[src/rtl/uwcs_pkg.sv]
// Shared constants, result types and helper functions of the UTF-8 column width scanner.
package uwcs_pkg;

    localparam int MAX_COLUMNS = 1024;
    localparam int WIDTH_BITS  = 14;
    localparam int COL_BITS    = $clog2(MAX_COLUMNS);
    localparam int CNT_BITS    = $clog2(MAX_COLUMNS + 1);

    localparam logic [WIDTH_BITS-1:0] WIDTH_MAX = '1;
    localparam logic [WIDTH_BITS-1:0] WIDTH_ONE = WIDTH_BITS'(1);

    localparam logic [7:0] BYTE_SPACE = 8'h20;
    localparam logic [7:0] BYTE_DASH  = 8'h2D;
    localparam logic [7:0] BYTE_CR    = 8'h0D;
    localparam logic [7:0] BYTE_LF    = 8'h0A;
    localparam logic [7:0] CONT_MASK  = 8'hC0;
    localparam logic [7:0] CONT_VALUE = 8'h80;
    localparam logic [7:0] SEP_RESET  = BYTE_SPACE;

    localparam logic REQ_BYTE = 1'b0;
    localparam logic REQ_END  = 1'b1;

    // Output queue
    localparam int FIFO_DEPTH    = 4;
    localparam int FIFO_PTR_BITS = $clog2(FIFO_DEPTH);
    localparam int FIFO_CNT_BITS = $clog2(FIFO_DEPTH + 1);

    // Result beat packing
    localparam int M_FIELD_BITS = COL_BITS + 2 * WIDTH_BITS + 1 + 2 * CNT_BITS;
    localparam int M_TDATA_BITS = ((M_FIELD_BITS + 7) / 8) * 8;

    typedef enum logic [1:0] {
        KIND_FIELD = 2'd0,
        KIND_LINE  = 2'd1,
        KIND_ERROR = 2'd2
    } kind_t;

    typedef struct packed {
        kind_t                 kind;
        logic [COL_BITS-1:0]   col;
        logic [WIDTH_BITS-1:0] width;
        logic                  var_flag;
        logic [WIDTH_BITS-1:0] widest;
        logic [CNT_BITS-1:0]   fields;
        logic [CNT_BITS-1:0]   most;
        logic                  last;
    } result_t;

    // One accepted byte as it leaves the scanner; a field result always sits in first
    typedef struct packed {
        logic       valid;
        logic [1:0] count;
        logic       mem_rd;
        result_t    first;
        result_t    second;
    } scan_step_t;

    function automatic logic [WIDTH_BITS-1:0] sat_add(input logic [WIDTH_BITS-1:0] a,
                                                      input logic [WIDTH_BITS-1:0] b);
        logic [WIDTH_BITS:0] s;
        s = {1'b0, a} + {1'b0, b};
        return s[WIDTH_BITS] ? WIDTH_MAX : s[WIDTH_BITS-1:0];
    endfunction

    // {ok, continuation bytes still due}
    function automatic logic [3:0] lead_decode(input logic [7:0] b);
        logic [3:0] r;
        unique casez (b)
            8'b0???????: r = {1'b1, 3'd0};
            8'b110?????: r = {1'b1, 3'd1};
            8'b1110????: r = {1'b1, 3'd2};
            8'b11110???: r = {1'b1, 3'd3};
            8'b111110??: r = {1'b1, 3'd4};
            8'b1111110?: r = {1'b1, 3'd5};
            default:     r = {1'b0, 3'd0};
        endcase
        return r;
    endfunction

    function automatic result_t make_field(input logic [COL_BITS-1:0]   col,
                                           input logic [WIDTH_BITS-1:0] w,
                                           input logic                  dashes);
        result_t r;
        logic    v;
        r          = '0;
        v          = dashes && (w != '0);
        r.kind     = KIND_FIELD;
        r.col      = col;
        r.width    = v ? WIDTH_ONE : w;
        r.var_flag = v;
        return r;
    endfunction

    function automatic result_t make_line(input logic [CNT_BITS-1:0] fields,
                                          input logic [CNT_BITS-1:0] most);
        result_t r;
        r        = '0;
        r.kind   = KIND_LINE;
        r.fields = fields;
        r.most   = most;
        return r;
    endfunction

    function automatic result_t make_error(input logic [COL_BITS-1:0] col);
        result_t r;
        r      = '0;
        r.kind = KIND_ERROR;
        r.col  = col;
        return r;
    endfunction

endpackage

[src/rtl/uwcs_scan.sv]
// Per-byte line scanner: UTF-8 decode, field split, CR hold and line bookkeeping.
module uwcs_scan (
    input  logic                 clk,
    input  logic                 rst_n,
    input  logic                 accept,
    input  logic                 req_type,
    input  logic [7:0]           data_byte,
    input  logic [7:0]           sep,
    output uwcs_pkg::scan_step_t step
);

    logic                           inside_reg, inside_next;
    logic [uwcs_pkg::WIDTH_BITS-1:0] width_reg, width_next;
    logic                           dashes_reg, dashes_next;
    logic [uwcs_pkg::WIDTH_BITS-1:0] held_reg, held_next;
    logic [2:0]                     cont_reg, cont_next;
    logic [uwcs_pkg::CNT_BITS-1:0]   col_reg, col_next;
    logic                           drop_reg, drop_next;
    logic [uwcs_pkg::CNT_BITS-1:0]   largest_reg, largest_next;

    logic                           is_end;
    logic                           has_cr;
    logic [uwcs_pkg::WIDTH_BITS-1:0] width_eff;
    logic                           inside_eff;
    logic                           dashes_eff;
    logic [3:0]                     lead;
    logic [uwcs_pkg::CNT_BITS-1:0]   col_plus;
    logic [uwcs_pkg::CNT_BITS-1:0]   line_fields;
    logic [uwcs_pkg::CNT_BITS-1:0]   line_most;
    logic [uwcs_pkg::COL_BITS-1:0]   col_idx;

    assign is_end      = (req_type == uwcs_pkg::REQ_END) || (data_byte == uwcs_pkg::BYTE_LF);
    assign has_cr      = (held_reg != '0);
    assign width_eff   = has_cr ? uwcs_pkg::sat_add(width_reg, held_reg) : width_reg;
    assign inside_eff  = inside_reg || has_cr;
    assign dashes_eff  = dashes_reg && !has_cr;
    assign lead        = uwcs_pkg::lead_decode(data_byte);
    assign col_plus    = uwcs_pkg::CNT_BITS'(col_reg + 1'b1);
    assign col_idx     = col_reg[uwcs_pkg::COL_BITS-1:0];
    assign line_fields = inside_reg ? col_plus : col_reg;
    assign line_most   = (line_fields > largest_reg) ? line_fields : largest_reg;

    always_comb
    begin
        inside_next  = inside_reg;
        width_next   = width_reg;
        dashes_next  = dashes_reg;
        held_next    = held_reg;
        cont_next    = cont_reg;
        col_next     = col_reg;
        drop_next    = drop_reg;
        largest_next = largest_reg;
        step         = '0;
        step.valid   = accept;

        if (accept)
        begin
            if (is_end)
            begin
                inside_next = 1'b0;
                width_next  = '0;
                dashes_next = 1'b1;
                held_next   = '0;
                cont_next   = '0;
                col_next    = '0;
                drop_next   = 1'b0;
                if (drop_reg)
                begin
                    // only a line cut at the column limit still reports
                    if (col_reg == uwcs_pkg::CNT_BITS'(uwcs_pkg::MAX_COLUMNS))
                    begin
                        largest_next    = line_most;
                        step.count      = 2'd1;
                        step.first      = uwcs_pkg::make_line(line_fields, line_most);
                        step.first.last = 1'b1;
                    end
                end
                else if (cont_reg != '0)
                begin
                    step.count      = 2'd1;
                    step.first      = uwcs_pkg::make_error(col_idx);
                    step.first.last = 1'b1;
                end
                else
                begin
                    largest_next = line_most;
                    if (inside_reg)
                    begin
                        step.count       = 2'd2;
                        step.mem_rd      = 1'b1;
                        step.first       = uwcs_pkg::make_field(col_idx, width_reg, dashes_reg);
                        step.second      = uwcs_pkg::make_line(line_fields, line_most);
                        step.second.last = 1'b1;
                    end
                    else
                    begin
                        step.count      = 2'd1;
                        step.first      = uwcs_pkg::make_line(line_fields, line_most);
                        step.first.last = 1'b1;
                    end
                end
            end
            else if (drop_reg)
            begin
                // drop the rest of the line
            end
            else if (cont_reg != '0)
            begin
                if ((data_byte & uwcs_pkg::CONT_MASK) == uwcs_pkg::CONT_VALUE)
                begin
                    cont_next = cont_reg - 3'd1;
                end
                else
                begin
                    drop_next       = 1'b1;
                    step.count      = 2'd1;
                    step.first      = uwcs_pkg::make_error(col_idx);
                    step.first.last = 1'b1;
                end
            end
            else if (data_byte == uwcs_pkg::BYTE_CR)
            begin
                held_next = uwcs_pkg::sat_add(held_reg, uwcs_pkg::WIDTH_ONE);
            end
            else
            begin
                // held CRs become characters of the current field
                inside_next = inside_eff;
                width_next  = width_eff;
                dashes_next = dashes_eff;
                held_next   = '0;
                if (data_byte == sep)
                begin
                    if ((sep != uwcs_pkg::BYTE_SPACE) || inside_eff)
                    begin
                        step.count      = 2'd1;
                        step.mem_rd     = 1'b1;
                        step.first      = uwcs_pkg::make_field(col_idx, width_eff, dashes_eff);
                        step.first.last = 1'b1;
                        col_next        = col_plus;
                        inside_next     = 1'b0;
                        width_next      = '0;
                        dashes_next     = 1'b1;
                        if (col_plus >= uwcs_pkg::CNT_BITS'(uwcs_pkg::MAX_COLUMNS))
                        begin
                            drop_next = 1'b1;
                        end
                    end
                end
                else if (!lead[3])
                begin
                    drop_next       = 1'b1;
                    step.count      = 2'd1;
                    step.first      = uwcs_pkg::make_error(col_idx);
                    step.first.last = 1'b1;
                end
                else
                begin
                    inside_next = 1'b1;
                    width_next  = uwcs_pkg::sat_add(width_eff, uwcs_pkg::WIDTH_ONE);
                    dashes_next = dashes_eff && (data_byte == uwcs_pkg::BYTE_DASH);
                    cont_next   = lead[2:0];
                end
            end
        end
    end

    always_ff @(posedge clk or negedge rst_n)
    begin
        if (!rst_n)
        begin
            inside_reg  <= 1'b0;
            width_reg   <= '0;
            dashes_reg  <= 1'b1;
            held_reg    <= '0;
            cont_reg    <= '0;
            col_reg     <= '0;
            drop_reg    <= 1'b0;
            largest_reg <= '0;
        end
        else
        begin
            inside_reg  <= inside_next;
            width_reg   <= width_next;
            dashes_reg  <= dashes_next;
            held_reg    <= held_next;
            cont_reg    <= cont_next;
            col_reg     <= col_next;
            drop_reg    <= drop_next;
            largest_reg <= largest_next;
        end
    end

    a_line_end_rewinds: assert property (@(posedge clk) disable iff (!rst_n)
        accept && is_end |=> (col_reg == '0) && !drop_reg && (cont_reg == '0))
        else $error("line end did not rewind the column");

endmodule

[config.mk]
export PLATFORM = sky130hd
export DESIGN_NAME = uwcs_scan
export DESIGN_NICKNAME = d
export VERILOG_FILES = /design/src/rtl/uwcs_pkg.sv /design/src/rtl/uwcs_scan.sv
export SDC_FILE = /design/constraint.sdc
export NUM_CORES = 1
export LEC_CHECK = 0
export BUFFER_PORTS_ARGS = -buffer_cell sky130_fd_sc_hd__buf_2
export CAP_MARGIN = 20
export CORE_MARGIN = 2
export CORE_UTILIZATION = 55
export CTS_CLUSTER_DIAMETER = 50
export CTS_CLUSTER_SIZE = 8
export DETAILED_ROUTE_END_ITERATION = 7
export PLACE_DENSITY = 0.79
export SKIP_CTS_REPAIR_TIMING = 1
export SYNTH_ARGS = -nofsm -noshare
export SYNTH_HDL_FRONTEND = slang
export SYNTH_SLANG_ARGS = --single-unit
export TNS_END_PERCENT = 5
[constraint.sdc]
create_clock -name clk -period 5.7 [get_ports clk]
set_input_delay 0.855 -clock clk [delete_from_list [all_inputs] [get_ports clk]]
set_output_delay 0.855 -clock clk [all_outputs]
set_load 0.03 [all_outputs]
==> reports/metrics.csv <==
stage,metric,value,unit
outcome,status,completed,
worst_setup_path,crit_buf_inv,2,
timing,hold_violations,0,
routing,vias,6527,
power_and_ir_drop,power,0.00153,W
worst_setup_path,critical_path.top_delay_family,compound AO/OA/AOI/OAI gates,
finish,postLayoutCoreUtil,0.599,
clock_network,h-tree-depth,2,
placed_design,dp_hpwl,13400,um
worst_setup_path,reg2regPathDepth,12,
run,maxCapViolCount,0,
min_path,min_path_type,reg -> reg,
clock_network,root_buffer,clkbuf_16,
min_path,hold_end,cont_reg[1]$_DFFE_PN0P_,
power_and_ir_drop,p_leak,3.15,nW
die,ioPinCount,152,
die,dieWidth,111,um
power_and_ir_drop,power.density,226,mW/mm^2
logic_synthesis,dominantRegCellSynth,dfrtp_1,
global_routing,antenna_found_initial,0,
power_and_ir_drop,power_frac_comb,0.477,
worst_setup_path,cp_cell_sequence,ha_1 > fa_1 > a211oi_2 > o21ai_4 > nand4_4 > nand2_2 > o22a_1 > inv_1 > ha_1 > o21ai_0 > nor4bb_1 > a41oi_1 > or2_1 > o21ai_1 > buf_2,
routing,wire_per_inst,17.1,um
logic_synthesis,synthArstFlopShare,1.00,
timing,setup_viol,0,
power_and_ir_drop,max-vdd-ir-drop,227,uV
timing,timing.final.crit_share,0.946,
min_path,min_from,cont_reg[1]$_DFFE_PN0P_,
worst_setup_path,crit_path_frequent_cell,ha_1,
routing,drt-initial-drc-count,728,
power_and_ir_drop,switching_share,0.474,
timing,max_slew_margin,0.453,
logic_synthesis,synth_area,0.00633,mm^2
die,die-area,0.0124,mm^2
die,initial_utilization,0.559,
die,die_h,111,um
worst_setup_path,cp_max_fo,16,
finish,final_cell_mix,"buf_2 (97), nand2_1 (69), o21ai_0 (69)",
worst_setup_path,worstSetupPathType,reg -> out,
timing,tightestPinTransition,810,ps
worst_setup_path,crit_cells,15,
logic_synthesis,synth_cells,839,
logic_synthesis,synth_cell_types,80,
routing,drc,0,
global_routing,track_usage,0.283,
logic_synthesis,avgSynthCellArea,7.54,um^2
routing,wirelength,18000,um
min_path,hold_depth,2,
finish,drive_gt1_frac,0.166,
routing,vias_per_cell,6.23,
clock_network,clkTransAtPathRegs,80,ps
timing,tns,0,ps
die,fp-row-count,39,
global_routing,grt_pass1_vias,5836,
clock_network,clk_path_buf_depth,2,
timing,grt_setup_unrepaired,false,
worst_setup_path,r2r-start,col_reg[0]$_DFFE_PN0P_,
finish,area_delta_synth_final,7.12,%
worst_setup_path,max_stage_delay,440,ps
power_and_ir_drop,clockPowerShare,0.204,
power_and_ir_drop,switchingPower,0.000726,W
global_routing,grt_max_degree,57,
worst_setup_path,crit_arrival,4540,ps
global_routing,grt_pass1_wl,29400,um
worst_setup_path,r2r_setup_slack,1630,ps
logic_synthesis,synth_edf_count,0,
timing,slew_violations,0,
worst_setup_path,r2r-end,largest_reg[9]$_DFFE_PN0P_,
timing,post-route-min-period,5390,ps
timing,timing.fmax,0.185,GHz
timing,finClkSkew,8.96,ps
logic_synthesis,seq_area_frac_synth,0.222,
logic_synthesis,synth_seq_cells,56,
routing,dr.pass1.iters,5,
placed_design,routabilityCongestion,0.991,
finish,antennaDiodeCount,0,
clock_network,cts_made_buffers,5,
die,core,0.0113,mm^2
worst_setup_path,start_kind,flop,
clock_network,clkLatencyLatePin,300,ps
finish,fin_nets,960,
global_routing,overflow,0,
power_and_ir_drop,p_seq_frac,0.319,
clock_network,cts.sinks,56,
worst_setup_path,worstPathRequired,4850,ps
placed_design,io_buffers,97,
finish,final_common_cell,buf_2,
routing,ant_nets,0,
worst_setup_path,critPathSlowestCell,dfrtp_1,
worst_setup_path,critPathCaptureType,output pin,
logic_synthesis,ys_warn_count,0,
clock_network,tritoncts,done,
power_and_ir_drop,p_int,0.000807,W
## cells in the mapped netlist (23+ instances only)
| cell | count | area, um^2 |
|---|---|---|
| ha_1 | 36 | 450 |
| o21ai_0 | 69 | 345 |
| buf_4 | 59 | 443 |
| nor3_1 | 38 | 190 |
| nand3_1 | 25 | 125 |
| dfrtp_1 | 55 | 1380 |
| clkbuf_1 | 35 | 131 |
| inv_1 | 31 | 116 |
| nand2_1 | 70 | 263 |
| a21oi_1 | 62 | 310 |
| nor2_1 | 62 | 233 |
| and3_1 | 23 | 144 |
## per-layer routing
layer / routed length (um) / track usage / part of all wire
met1: 7750 / 0.397 / 0.43
met2: 8500 / 0.466 / 0.47
met3: 1420 / 0.0339 / 0.079
met4: 287 / 0.0700 / 0.016
met5: 0 / 0 / 0
## cells by family after synthesis
logic type | share of synthesized area
XOR/XNOR | 0.0374
AND/OR/NAND/NOR | 0.278
multiplexers | 0.0210
AO/OA/AOI/OAI | 0.252
other | 0.000593
buffers and inverters | 0.115
adder cells (fa/ha/maj) | 0.0743
flip-flops | 0.222
## through the flow
stage / hold slack, ps / setup WS (ps) / area [um^2] / cells
6_report: 497 / 305 / 6780 / 1047
2_1_floorplan: 450 / 806 / 6530 / 892
3_5_place_dp: 485 / 592 / 6640 / 1039
3_3_place_gp: 464 / 769 / 6640 / 1039
5_1_grt: 529 / 139 / 6780 / 1047
4_1_cts: 502 / 262 / 6780 / 1047
## area by class of cell
| type | count | area [um^2] |
|---|---|---|
| multi-input combinational | 704 | 4400 |
| sequential | 56 | 1400 |
| inverter | 31 | 116 |
| tap | 143 | 179 |
| fill | 1048 | 4540 |
| clock buffer | 7 | 133 |
| clock inverter | 1 | 5.00 |
| timing repair buffer | 105 | 546 |
## how the worst max path moves through the flow
stage / from / to
2_1_floorplan: width_reg[0]$_DFFE_PN0P_ / step[113]
6_report: width_reg[0]$_DFFE_PN0P_ / step[104]
4_1_cts: width_reg[0]$_DFFE_PN0P_ / step[104]
3_3_place_gp: width_reg[0]$_DFFE_PN0P_ / step[104]
5_1_grt: width_reg[0]$_DFFE_PN0P_ / step[104]
3_5_place_dp: width_reg[0]$_DFFE_PN0P_ / step[104]
## power by group through the flow
stage                     Combinational, W  Sequential, W  Clock, W
after global placement            0.000712       0.000494         0
after detailed placement          0.000720       0.000494         0
after global routing              0.000807       0.000494  0.000331
after CTS                         0.000723       0.000487  0.000311
final                             0.000732       0.000490  0.000312
after floorplan                   0.000594       0.000465         0
## worst min-delay path, stage by stage, from the launching register on
cell and delay [ps]:
dfrtp_1 350, nand2_1 50, o21ai_0 60
Power figures use the tool's default switching activity.
