--- config.mk ---
export PLATFORM = sky130hd
export DESIGN_NAME = uwcs_out_fifo
export DESIGN_NICKNAME = d
export VERILOG_FILES = /design/src/rtl/uwcs_pkg.sv /design/src/rtl/uwcs_out_fifo.sv
export SDC_FILE = /design/constraint.sdc
export NUM_CORES = 1
export LEC_CHECK = 0
export BUFFER_PORTS_ARGS = -buffer_cell sky130_fd_sc_hd__buf_4
export CORE_ASPECT_RATIO = 0.75
export CORE_MARGIN = 5
export CORE_UTILIZATION = 30
export DETAILED_ROUTE_END_ITERATION = 6
export GPL_TIMING_DRIVEN = 0
export PLACE_DENSITY_LB_ADDON = 0.2
export RECOVER_POWER = 25
export SLEW_MARGIN = 40
export SYNTH_ARGS = -nofsm -noshare
export SYNTH_HDL_FRONTEND = slang
export SYNTH_SLANG_ARGS = --single-unit
--- constraint.sdc ---
create_clock -name clk -period 9.77 [get_ports clk]
set_input_delay 1.954 -clock clk [delete_from_list [all_inputs] [get_ports clk]]
set_output_delay 1.954 -clock clk [all_outputs]
set_load 0.01 [all_outputs]
--- src/rtl/uwcs_pkg.sv ---
// Shared constants, result types and helper functions of the UTF-8 column width scanner.
package uwcs_pkg;

    localparam int MAX_COLUMNS = 1024;
    localparam int WIDTH_BITS  = 14;
    localparam int COL_BITS    = $clog2(MAX_COLUMNS);
    localparam int CNT_BITS    = $clog2(MAX_COLUMNS + 1);

    localparam logic [WIDTH_BITS-1:0] WIDTH_MAX = '1;
    localparam logic [WIDTH_BITS-1:0] WIDTH_ONE = WIDTH_BITS'(1);

    localparam logic [7:0] BYTE_SPACE = 8'h20;
    localparam logic [7:0] BYTE_DASH  = 8'h2D;
    localparam logic [7:0] BYTE_CR    = 8'h0D;
    localparam logic [7:0] BYTE_LF    = 8'h0A;
    localparam logic [7:0] CONT_MASK  = 8'hC0;
    localparam logic [7:0] CONT_VALUE = 8'h80;
    localparam logic [7:0] SEP_RESET  = BYTE_SPACE;

    localparam logic REQ_BYTE = 1'b0;
    localparam logic REQ_END  = 1'b1;

    // Output queue
    localparam int FIFO_DEPTH    = 4;
    localparam int FIFO_PTR_BITS = $clog2(FIFO_DEPTH);
    localparam int FIFO_CNT_BITS = $clog2(FIFO_DEPTH + 1);

    // Result beat packing
    localparam int M_FIELD_BITS = COL_BITS + 2 * WIDTH_BITS + 1 + 2 * CNT_BITS;
    localparam int M_TDATA_BITS = ((M_FIELD_BITS + 7) / 8) * 8;

    typedef enum logic [1:0] {
        KIND_FIELD = 2'd0,
        KIND_LINE  = 2'd1,
        KIND_ERROR = 2'd2
    } kind_t;

    typedef struct packed {
        kind_t                 kind;
        logic [COL_BITS-1:0]   col;
        logic [WIDTH_BITS-1:0] width;
        logic                  var_flag;
        logic [WIDTH_BITS-1:0] widest;
        logic [CNT_BITS-1:0]   fields;
        logic [CNT_BITS-1:0]   most;
        logic                  last;
    } result_t;

    // One accepted byte as it leaves the scanner; a field result always sits in first
    typedef struct packed {
        logic       valid;
        logic [1:0] count;
        logic       mem_rd;
        result_t    first;
        result_t    second;
    } scan_step_t;

    function automatic logic [WIDTH_BITS-1:0] sat_add(input logic [WIDTH_BITS-1:0] a,
                                                      input logic [WIDTH_BITS-1:0] b);
        logic [WIDTH_BITS:0] s;
        s = {1'b0, a} + {1'b0, b};
        return s[WIDTH_BITS] ? WIDTH_MAX : s[WIDTH_BITS-1:0];
    endfunction

    // {ok, continuation bytes still due}
    function automatic logic [3:0] lead_decode(input logic [7:0] b);
        logic [3:0] r;
        unique casez (b)
            8'b0???????: r = {1'b1, 3'd0};
            8'b110?????: r = {1'b1, 3'd1};
            8'b1110????: r = {1'b1, 3'd2};
            8'b11110???: r = {1'b1, 3'd3};
            8'b111110??: r = {1'b1, 3'd4};
            8'b1111110?: r = {1'b1, 3'd5};
            default:     r = {1'b0, 3'd0};
        endcase
        return r;
    endfunction

    function automatic result_t make_field(input logic [COL_BITS-1:0]   col,
                                           input logic [WIDTH_BITS-1:0] w,
                                           input logic                  dashes);
        result_t r;
        logic    v;
        r          = '0;
        v          = dashes && (w != '0);
        r.kind     = KIND_FIELD;
        r.col      = col;
        r.width    = v ? WIDTH_ONE : w;
        r.var_flag = v;
        return r;
    endfunction

    function automatic result_t make_line(input logic [CNT_BITS-1:0] fields,
                                          input logic [CNT_BITS-1:0] most);
        result_t r;
        r        = '0;
        r.kind   = KIND_LINE;
        r.fields = fields;
        r.most   = most;
        return r;
    endfunction

    function automatic result_t make_error(input logic [COL_BITS-1:0] col);
        result_t r;
        r      = '0;
        r.kind = KIND_ERROR;
        r.col  = col;
        return r;
    endfunction

endpackage

--- src/rtl/uwcs_out_fifo.sv ---
// Small result queue taking up to two results per cycle and sending one per beat.
module uwcs_out_fifo (
    input  logic                                clk,
    input  logic                                rst_n,
    input  logic [1:0]                          push_count,
    input  uwcs_pkg::result_t                   push0,
    input  uwcs_pkg::result_t                   push1,
    input  logic                                out_ready,
    output logic                                out_valid,
    output uwcs_pkg::result_t                   head,
    output logic [uwcs_pkg::FIFO_CNT_BITS-1:0] count
);

    uwcs_pkg::result_t entries_reg [uwcs_pkg::FIFO_DEPTH];
    logic [uwcs_pkg::FIFO_PTR_BITS-1:0] wr_ptr_reg, wr_ptr_next;
    logic [uwcs_pkg::FIFO_PTR_BITS-1:0] rd_ptr_reg, rd_ptr_next;
    logic [uwcs_pkg::FIFO_CNT_BITS-1:0] cnt_reg, cnt_next;
    logic                               pop;
    logic [uwcs_pkg::FIFO_PTR_BITS-1:0] wr_ptr_plus;

    assign out_valid   = (cnt_reg != '0);
    assign head        = entries_reg[rd_ptr_reg];
    assign count       = cnt_reg;
    assign pop         = out_valid && out_ready;
    assign wr_ptr_plus = wr_ptr_reg + 1'b1;

    assign wr_ptr_next = wr_ptr_reg + uwcs_pkg::FIFO_PTR_BITS'(push_count);
    assign rd_ptr_next = rd_ptr_reg + uwcs_pkg::FIFO_PTR_BITS'(pop);
    assign cnt_next    = cnt_reg + uwcs_pkg::FIFO_CNT_BITS'(push_count)
                                 - uwcs_pkg::FIFO_CNT_BITS'(pop);

    always_ff @(posedge clk)
    begin
        if (push_count != 2'd0)
        begin
            entries_reg[wr_ptr_reg] <= push0;
        end
        if (push_count == 2'd2)
        begin
            entries_reg[wr_ptr_plus] <= push1;
        end
    end

    always_ff @(posedge clk or negedge rst_n)
    begin
        if (!rst_n)
        begin
            wr_ptr_reg <= '0;
            rd_ptr_reg <= '0;
            cnt_reg    <= '0;
        end
        else
        begin
            wr_ptr_reg <= wr_ptr_next;
            rd_ptr_reg <= rd_ptr_next;
            cnt_reg    <= cnt_next;
        end
    end

    a_no_overflow: assert property (@(posedge clk) disable iff (!rst_n)
        (uwcs_pkg::FIFO_CNT_BITS + 1)'(cnt_reg) + (uwcs_pkg::FIFO_CNT_BITS + 1)'(push_count)
            <= (uwcs_pkg::FIFO_CNT_BITS + 1)'(uwcs_pkg::FIFO_DEPTH)
            + (uwcs_pkg::FIFO_CNT_BITS + 1)'(pop))
        else $error("result queue overflow");

endmodule

==> qor.yml, run 1 <==
clock_path_buffers: 3
detailed_place_hpwl_um: 23100
buffers_inserted_during_post_cts_setup_optimization: 0
status: "complete, but fails checks"
cts_tree: "done"
worst-setup-path-type: "in -> reg"
htree_num_levels: 1
placement.io_buffers: 199
coreArea_mm2: 0.0431
report.final.hold_viol_count: 0
antenna_found_initial: 2
die-width_um: 250
yosys_warnings: 0
clk_root_buffer_cell: "sky130_fd_sc_hd__clkbuf_16"
slew_headroom: -0.201
clk-insertion-delay-late_ps: 540
drive_gt1_frac: 0.553
maximum_clock_frequency_mhz: 198
numClockSinks: 263
largest_register_ff_count: 256
number_of_global_route_vias_before_repair: 7675
worst_ir_drop_vdd_mv: 0.120
grt.total_usage: 0.140
power.share.combinational: 0.397
globalplace.congestion: 0.699
core.rowCount: 66
cpMaxStageDelayCell: "sky130_fd_sc_hd__o21ai_0"
cts.clk_slew.worst_paths_ps: 60
rsz0062_at_grt: "false"
remaining_drc_errors: 0
timing.critical_path.from: "push_count[0]"
place_ws_ps: 5800
final_area_mm2: 0.0162
route.detailed.vias_per_inst: 4.63
cts_buffers: 29
placedInstanceArea_mm2: 0.0157
setup_tns_ps: 0
power_mw: 4.60
worst_path_dominant_cell_family: "buffers and inverters"
fin_hold_ws_ps: 620
grt_remaining_overflow: 0
synth_cells: 658
clkPwrFrac: 0.220
drt_pass1_iterations: 4
crit_path_max_fanout: 12
die_h_um: 190
ys_dominant_reg_cell: "sky130_fd_sc_hd__edfxtp_1"
worstPathArrival_ps: 5340
area.growth.synth_to_final_pct: 24.7
end_kind: "flip-flop"
power.sequential.fraction: 0.383
clock_skew_ps: 6.19
total_switching_power_mw: 1.44
detail-route-antenna-nets: 0
mappedNetlistNets: 795
netSwitchingFraction: 0.314
final.fill_count: 4079
synth_seq_area_share: 0.605
timing.rr.start: "wr_ptr_reg[1]"
max_cap_viol_count: 1
avgSynthCellArea_um2: 19.8
maximum_number_of_pins_on_one_net_before_global_route_repair: 16
crit_buf_inv: 6
final_max_slew_viol_count: 8
synth_area_mm2: 0.0130
p_per_area_mw_per_mm2: 283
first_pass_grt_wire_length_um: 50400
route.final.wire_length_um: 33900
num_vias: 6991
crit_chain: "clkbuf_1 -> nand4b_1 -> clkbuf_1 -> clkbuf_1 -> o21ai_0 -> buf_8 -> buf_8 -> buf_8"
fin_crit_ps: 5040
ys_seq_elements: 263
setup_viol: 0
tightestPinTransition_ps: 1780
design.final.nets: 1046
drt_wl_cell_um: 22.5
hold_path_class: "reg -> reg"
fin_ws_ps: 4730
cts_hold_buffers: 0
critPathMaxStageDelay_ps: 840
layout_worst_path_cycle_share: 0.516
number_of_cells_upsized_or_downsized_after_cts: 0
drt_iter0_markers: 404
cell_internal_pwr_mw: 3.15
data_required_time_at_the_worst_endpoint_ps: 10070
floorplan.initialDensity: 0.302
cellLeakagePower_nw: 5.75
post_synth_edffs: 256
synth-async-reset-ratio: 0.0266
io_pins: 201
critical_path.startpoint_type: "input port"
netlist-cell-type-count: 28
violations: "capacitance limit, slew limit"
die-area_mm2: 0.0477
worst_min_delay_path_startpoint: "count[2]"
==> area by class of cell <==
type / instances / area (µm²) / share of cell area
sequential: 263 / 7860 / 0.485
multi-input combinational: 346 / 4660 / 0.288
timing repair buffer: 220 / 1770 / 0.109
clock buffer: 38 / 759 / 0.0468
tap: 578 / 723 / 0.0446
buffer: 44 / 328 / 0.0202
clock inverter: 15 / 92.6 / 0.00571
inverter: 5 / 18.8 / 0.00116
antenna: 1 / 2.50 / 0.000154
==> synthesized netlist by cell type, drive strengths merged, types with 2 or more instances <==
library cell  number  share of area
nor2               3        0.00087
mux2             256           0.24
o21ai              2        0.00077
mux2i              2         0.0015
inv                5         0.0014
edfxtp           256           0.59
buf               42          0.028
and4bb             2         0.0019
ha                 3         0.0029
mux4              64           0.11
o21bai             2         0.0012
dfrtp              7          0.013
clkbuf             2        0.00067
xnor2              5         0.0034
==> layout by cell type, fill, tap and decap left out, types with 2 or more instances in the layout <==
cell,n
sky130_fd_sc_hd__and4bb_1,2
sky130_fd_sc_hd__buf_16,4
sky130_fd_sc_hd__buf_2,7
sky130_fd_sc_hd__buf_4,204
sky130_fd_sc_hd__buf_6,7
sky130_fd_sc_hd__buf_8,16
sky130_fd_sc_hd__clkbuf_1,31
sky130_fd_sc_hd__clkbuf_16,29
sky130_fd_sc_hd__clkbuf_2,3
sky130_fd_sc_hd__clkinv_1,8
sky130_fd_sc_hd__clkinv_2,5
sky130_fd_sc_hd__dfrtp_1,7
sky130_fd_sc_hd__edfxtp_1,256
sky130_fd_sc_hd__ha_1,3
sky130_fd_sc_hd__inv_1,5
sky130_fd_sc_hd__mux2_1,83
sky130_fd_sc_hd__mux2_2,147
sky130_fd_sc_hd__mux2_4,26
sky130_fd_sc_hd__mux2i_1,2
sky130_fd_sc_hd__mux4_2,64
sky130_fd_sc_hd__nor2_1,3
sky130_fd_sc_hd__o21ai_0,2
sky130_fd_sc_hd__xnor2_1,5
==> per-layer routing <==
metal | vias up | global-route usage | wire, µm
met5 | - | 0 | 27
met4 | 4 | 0.0260 | 600
met3 | 44 | 0.0273 | 1560
met2 | 146 | 0.225 | 16200
met1 | 3579 | 0.200 | 15500
li1 | 3218 | - | -
==> metrics by stage <==
step / cells / utilization
2_1_floorplan: 658 / -
3_3_place_gp: 1435 / 0.353
3_5_place_dp: 1456 / 0.363
4_1_cts: 1509 / 0.383
5_1_grt: 1509 / 0.376
6_report: 1510 / 0.376
==> power groups by stage <==
stage	Combinational (mW)	Sequential, mW	Clock (mW)
after floorplan	1.02	1.80	0
after global placement	1.78	1.90	0
after detailed placement	1.96	1.79	0
after CTS	1.97	1.76	1.05
after global routing	1.97	1.79	1.10
final	1.82	1.76	1.01
==> cell families (layout without fill, tap and decap cells) <==
kind of cell / count (synthesis) / after routing / synth area share
muxes: 322 / 322 / 0.348
adders and majority gates: 4 / 4 / 0.00443
AOI/OAI and AO/OA: 6 / 6 / 0.00317
xor gates and xnor gates: 6 / 6 / 0.00404
other: 0 / 1 / 0
DFF: 263 / 263 / 0.605
and+or+nand+nor: 8 / 8 / 0.00510
buffers and inverters: 49 / 322 / 0.0305
==> path summary, 6_finish.rpt <==
check	endpoint	slack, ps	cells after the start
min in group asynchronous	count[0]	1320	1
setup reg to reg	entries_reg[0][22]	5990	8
hold reg to reg	count[2]	620	1
hold / removal	count[2]	620	1
max in group asynchronous	wr_ptr_reg[0]	8130	1
setup / recovery	entries_reg[0][22]	4730	8
Note: power is estimated with default switching activity, not from simulation.
==> run 2, diff against run 1 <==
Clock period 9.77 ns to 4.7 ns, I/O delays scaled along.
==> run 2 against run 1 <==
Effect of this change:
- the flow now finishes without violations
- clock-buffer cell count shrank 1
- first-iteration DRC count shrank 4.7%
- critical path type is now reg -> out
- flip-flop and latch count is the same
- combinational power grew 110%
- setup slack lost 3800 ps
- clock skew grew 4.1 ps
- via count grew 1.6%
- power grew 110%
- final area grew 1.5%
- critical path depth shrank 4
==> qor.yml, run 2 (synthesized netlist as in run 1, its figures left out) <==
status: "finished, final reports clean"
cts_tree: "done"
critPathMaxStageDelay_ps: 720
final_area_mm2: 0.0165
fin_hold_ws_ps: 284
drt_iter0_markers: 385
globalplace.congestion: 0.755
buffers_inserted_during_post_cts_setup_optimization: 0
power_mw: 9.88
critical_path.startpoint_type: "flip-flop"
layout_worst_path_cycle_share: 0.793
io_pins: 201
htree_num_levels: 1
regToRegEndpoint: "entries_reg[3][44]"
rsz0062_at_grt: "false"
hold_path_class: "in -> async"
grt.total_usage: 0.142
cts_hold_buffers: 0
detail-route-antenna-nets: 0
final_max_slew_viol_count: 0
die-width_um: 250
clk-insertion-delay-late_ps: 560
worst_reg_to_reg_cells: 5
data_required_time_at_the_worst_endpoint_ps: 3760
end_kind: "output pin"
area.growth.synth_to_final_pct: 26.7
timing.reg2reg.setup_slack_ps: 1700
largest_register_ff_count: 256
crit_buf_inv: 3
most-common-layout-cells: "sky130_fd_sc_hd__edfxtp_1 (256), sky130_fd_sc_hd__buf_4 (206), sky130_fd_sc_hd__mux2_2 (147)"
antennaDiodeCount: 0
core.rowCount: 66
placedInstanceArea_mm2: 0.0157
route.detailed.vias_per_inst: 4.71
maximum_number_of_pins_on_one_net_before_global_route_repair: 17
worst_ir_drop_vdd_mv: 0.297
clock_path_buffers: 3
crit_path_max_fanout: 10
detailed_place_hpwl_um: 23400
clock_skew_ps: 10.3
p_per_area_mw_per_mm2: 600
die-area_mm2: 0.0477
coreArea_mm2: 0.0431
final.fill_count: 4058
most_used_cell_cp: "sky130_fd_sc_hd__buf_4"
num_vias: 7104
route.final.wire_length_um: 34200
worst_path_dominant_cell_family: "buffers and inverters"
cts_buffers: 30
place_ws_ps: 1780
die_h_um: 190
clk_root_buffer_cell: "sky130_fd_sc_hd__clkbuf_16"
first_pass_grt_wire_length_um: 51400
maximum_clock_frequency_mhz: 268
grt_remaining_overflow: 0
number_of_cells_upsized_or_downsized_after_cts: 0
setup_viol: 0
floorplan.initialDensity: 0.302
number_of_global_route_vias_before_repair: 7789
slew_headroom: 0.124
worstPathArrival_ps: 2790
timing.rr.start: "wr_ptr_reg[1]"
placement.io_buffers: 199
design.final.nets: 1047
fin_ws_ps: 974
most_frequent_standard_cell_in_the_layout_excluding_fill_and_tap_cells: "sky130_fd_sc_hd__edfxtp_1"
numClockSinks: 263
drive_gt1_frac: 0.588
fin_crit_ps: 3730
antenna_found_initial: 2
remaining_drc_errors: 0
drt_pass1_iterations: 4
worst-setup-path-type: "reg -> out"
cts.clk_slew.worst_paths_ps: 60
crit_chain: "clkbuf_1 -> buf_4 -> mux4_2 -> buf_4"
drt_wl_cell_um: 22.7
report.final.hold_viol_count: 0
cellLeakagePower_nw: 5.90
tightestPinTransition_ps: 1310
cpMaxStageDelayCell: "sky130_fd_sc_hd__clkbuf_1"
max_cap_viol_count: 0
-- run 2: cell types whose count changed in the layout (fill, tap and decap cells not counted), moves of 3 or more --
cell	before	now
sky130_fd_sc_hd__mux2_4	26	49
sky130_fd_sc_hd__bufinv_16	1	4
sky130_fd_sc_hd__clkinv_1	8	4
sky130_fd_sc_hd__buf_8	16	12
sky130_fd_sc_hd__clkbuf_1	31	26
sky130_fd_sc_hd__buf_6	7	11
sky130_fd_sc_hd__mux2_1	83	60
-- run 2: how the worst max path moves through the flow --
| stage | startpoint | end | depth (start not counted) |
|---|---|---|---|
| 2_1_floorplan | push_count[1] | entries_reg[2][0] | 3 |
| 3_3_place_gp | push_count[1] | entries_reg[2][39] | 3 |
| 3_5_place_dp | push_count[0] | entries_reg[2][39] | 7 |
| 4_1_cts | rd_ptr_reg[1] | head[34] | 4 |
| 5_1_grt | rd_ptr_reg[0] | head[34] | 4 |
| 6_report | rd_ptr_reg[0] | head[34] | 4 |
-- run 2: per-layer routing --
layer	track usage	vias up	share of wire
met5	0	-	0.00082
met3	0.0296	51	0.046
li1	-	3226	-
met2	0.227	164	0.47
met1	0.199	3659	0.46
met4	0.0336	4	0.024
-- run 2: where the power goes --
part	leakage (nW)	switching [mW]	internal [mW]
Clock	0.475	0.933	1.41
Sequential	2.48	0.175	3.49
Combinational	2.94	1.95	1.92
-- run 2: worst register-to-register path: stages, from the launching register on --
cell,delay [ps]
sky130_fd_sc_hd__dfrtp_1,320
sky130_fd_sc_hd__clkbuf_1,410
sky130_fd_sc_hd__inv_1,190
sky130_fd_sc_hd__nor2_1,570
sky130_fd_sc_hd__clkbuf_1,570
sky130_fd_sc_hd__clkbuf_1,570
-- run 2: area by class of cell --
| class | count | area, µm² | area share |
|---|---|---|---|
| buffer | 44 | 358 | 0.0217 |
| clock buffer | 37 | 798 | 0.0485 |
| clock inverter | 14 | 165 | 0.0100 |
| inverter | 5 | 18.8 | 0.00114 |
| multi-input combinational | 346 | 4770 | 0.290 |
| sequential | 263 | 7860 | 0.477 |
| tap | 578 | 723 | 0.0439 |
| timing repair buffer | 220 | 1780 | 0.108 |
-- run 2: through the flow --
stage               std cells  TNS (ps)  utilization
finish                   1507         0        0.382
CTS                      1507         0        0.386
detailed placement       1456         0        0.364
global placement         1435   -782110        0.353
floorplan                 658         0            -
global route             1507         0        0.382
==> run 3, diff against run 2 <==
Clock period 4.7 ns to 3.6 ns, I/O delays scaled along.
==> run 3 against run 2 <==
Effect of this change:
- clock-buffer cell count increased by 2
- setup slack got worse by 520 ps
- die area unchanged
- highest routed layer is now met4
==> qor.yml, run 3 (synthesized netlist as in run 1, its figures left out) <==
fin_crit_ps: 3150
setup_viol: 0
report.final.hold_viol_count: 0
grt.total_usage: 0.140
fin_ws_ps: 454
drive_gt1_frac: 0.585
p_per_area_mw_per_mm2: 778
status: "finished, final reports clean"
clock_skew_ps: 10.9
max_cap_viol_count: 0
route.final.wire_length_um: 33900
htree_num_levels: 1
power_mw: 12.8
tightestPinTransition_ps: 1300
die-width_um: 250
crit_path_max_fanout: 10
area.growth.synth_to_final_pct: 26.6
coreArea_mm2: 0.0431
number_of_global_route_vias_before_repair: 7789
number_of_standard_cells_in_the_layout_taps_in_and_fillers_out: 1512
clk_root_buffer_cell: "sky130_fd_sc_hd__clkbuf_16"
cts.clk_slew.worst_paths_ps: 60
placement.io_buffers: 199
utilization: 0.382
number_of_cells_upsized_or_downsized_after_cts: 0
globalplace.congestion: 0.712
layout.area.seq_mm2: 0.00786
drt_wl_cell_um: 22.4
worst_path_dominant_cell_family: "buffers and inverters"
die_h_um: 190
hold_path_end: "rd_ptr_reg[0]"
antenna_found_initial: 0
final_max_slew_viol_count: 0
critPathMaxStageDelay_ps: 640
cpMaxStageDelayCell: "sky130_fd_sc_hd__buf_1"
largest_register_ff_count: 256
first_pass_grt_wire_length_um: 51200
detail-route-antenna-nets: 0
cts_buffers: 30
detailed_place_hpwl_um: 23600
clock_path_buffers: 3
layout_worst_path_cycle_share: 0.874
antennaDiodeCount: 0
design.final.nets: 1047
end_kind: "output pin"
floorplan.initialDensity: 0.302
num_vias: 7042
most_frequent_standard_cell_in_the_layout_excluding_fill_and_tap_cells: "sky130_fd_sc_hd__edfxtp_1"
worst_ir_drop_vdd_mv: 0.376
buffers_inserted_during_post_cts_setup_optimization: 0
crit_chain: "buf_2 -> buf_1 -> mux4_2 -> buf_4"
worst_reg_to_reg_cells: 7
worst-setup-path-type: "reg -> out"
remaining_drc_errors: 0
critical_path_depth: 4
cts_tree: "done"
core.rowCount: 66
io_pins: 201
clk-insertion-delay-late_ps: 560
grt_remaining_overflow: 0
crit_buf_inv: 3
place_ws_ps: 759
numClockSinks: 263
dp.cells: 1455
timing.reg2reg.setup_slack_ps: 500
rsz0062_at_grt: "false"
cellLeakagePower_nw: 5.90
multi_input_area_mm2: 0.00476
slew_headroom: 0.134
maximum_clock_frequency_mhz: 318
data_required_time_at_the_worst_endpoint_ps: 2880
critical_path.startpoint_type: "flip-flop"
maximum_number_of_pins_on_one_net_before_global_route_repair: 16
drt_iter0_markers: 349
drt_pass1_iterations: 4
worstPathArrival_ps: 2430
hold_path_class: "in -> reg"
most-common-layout-cells: "sky130_fd_sc_hd__edfxtp_1 (256), sky130_fd_sc_hd__buf_4 (207), sky130_fd_sc_hd__mux2_2 (147)"
fin_hold_ws_ps: 466
final.fill_count: 4059
worst_min_delay_path_startpoint: "out_ready"
hold_path_depth: 3
die-area_mm2: 0.0477
route.detailed.vias_per_inst: 4.66
timing.rr.start: "wr_ptr_reg[1]"
regToRegEndpoint: "entries_reg[2][35]"
-- run 3: changes by cell type in the layout (fill, tap and decap cells not counted), sizes merged --
cell         change
clkbuf           -1
clkinv           +3
dlygate4sd3      +1
bufinv           -1
buf              +2
inv              +1
-- run 3: what timing repair did --
item,4_1_cts,5_1_grt
endpoints found under the hold margin,7,0
setup endpoints to repair,0,0
hold buffers,1,0
-- run 3: where the power goes --
group	internal, mW	switching, mW	leakage (nW)
clock	1.78	1.24	0.471
combinational	2.51	2.51	2.95
sequential	4.55	0.227	2.48
total	8.84	3.97	5.90
-- run 3: worst max-delay path by stage --
stage	startpoint	endpoint	slack [ps]
after global placement	push_count[1]	entries_reg[3][34]	-3730
after floorplan	push_count[1]	entries_reg[1][0]	-540
final	rd_ptr_reg[1]	head[36]	450
after CTS	rd_ptr_reg[1]	head[36]	350
after detailed placement	push_count[0]	entries_reg[2][34]	760
after global routing	rd_ptr_reg[1]	head[20]	290
-- run 3: stage by stage --
step                setup TNS (ps)  area (µm²)
detailed placement               0       15600
floorplan                   -68610       13000
global route                     0       16500
finish                           0       16500
global placement           -648810       15200
CTS                              0       16600
-- run 3: layout make-up --
type	count	area share
Sequential cell	263	0.478
Timing Repair Buffer	220	0.110
Tap cell	578	0.0439
Multi-Input combinational cell	346	0.289
Inverter	5	0.00114
Clock inverter	17	0.00958
Clock buffer	39	0.0489
Buffer	44	0.0200
-- run 3: worst min-delay path: cells and delay by family --
family,cells,cell delay (ps)
xor+xnor,1,60
compound gates,1,80
buf+inv,1,120
-- run 3: per-layer routing --
metal,wire length [µm],global-route usage
met2,16200,0.231
met5,0,0
met3,1490,0.0311
met4,506,0.0237
met1,15700,0.195
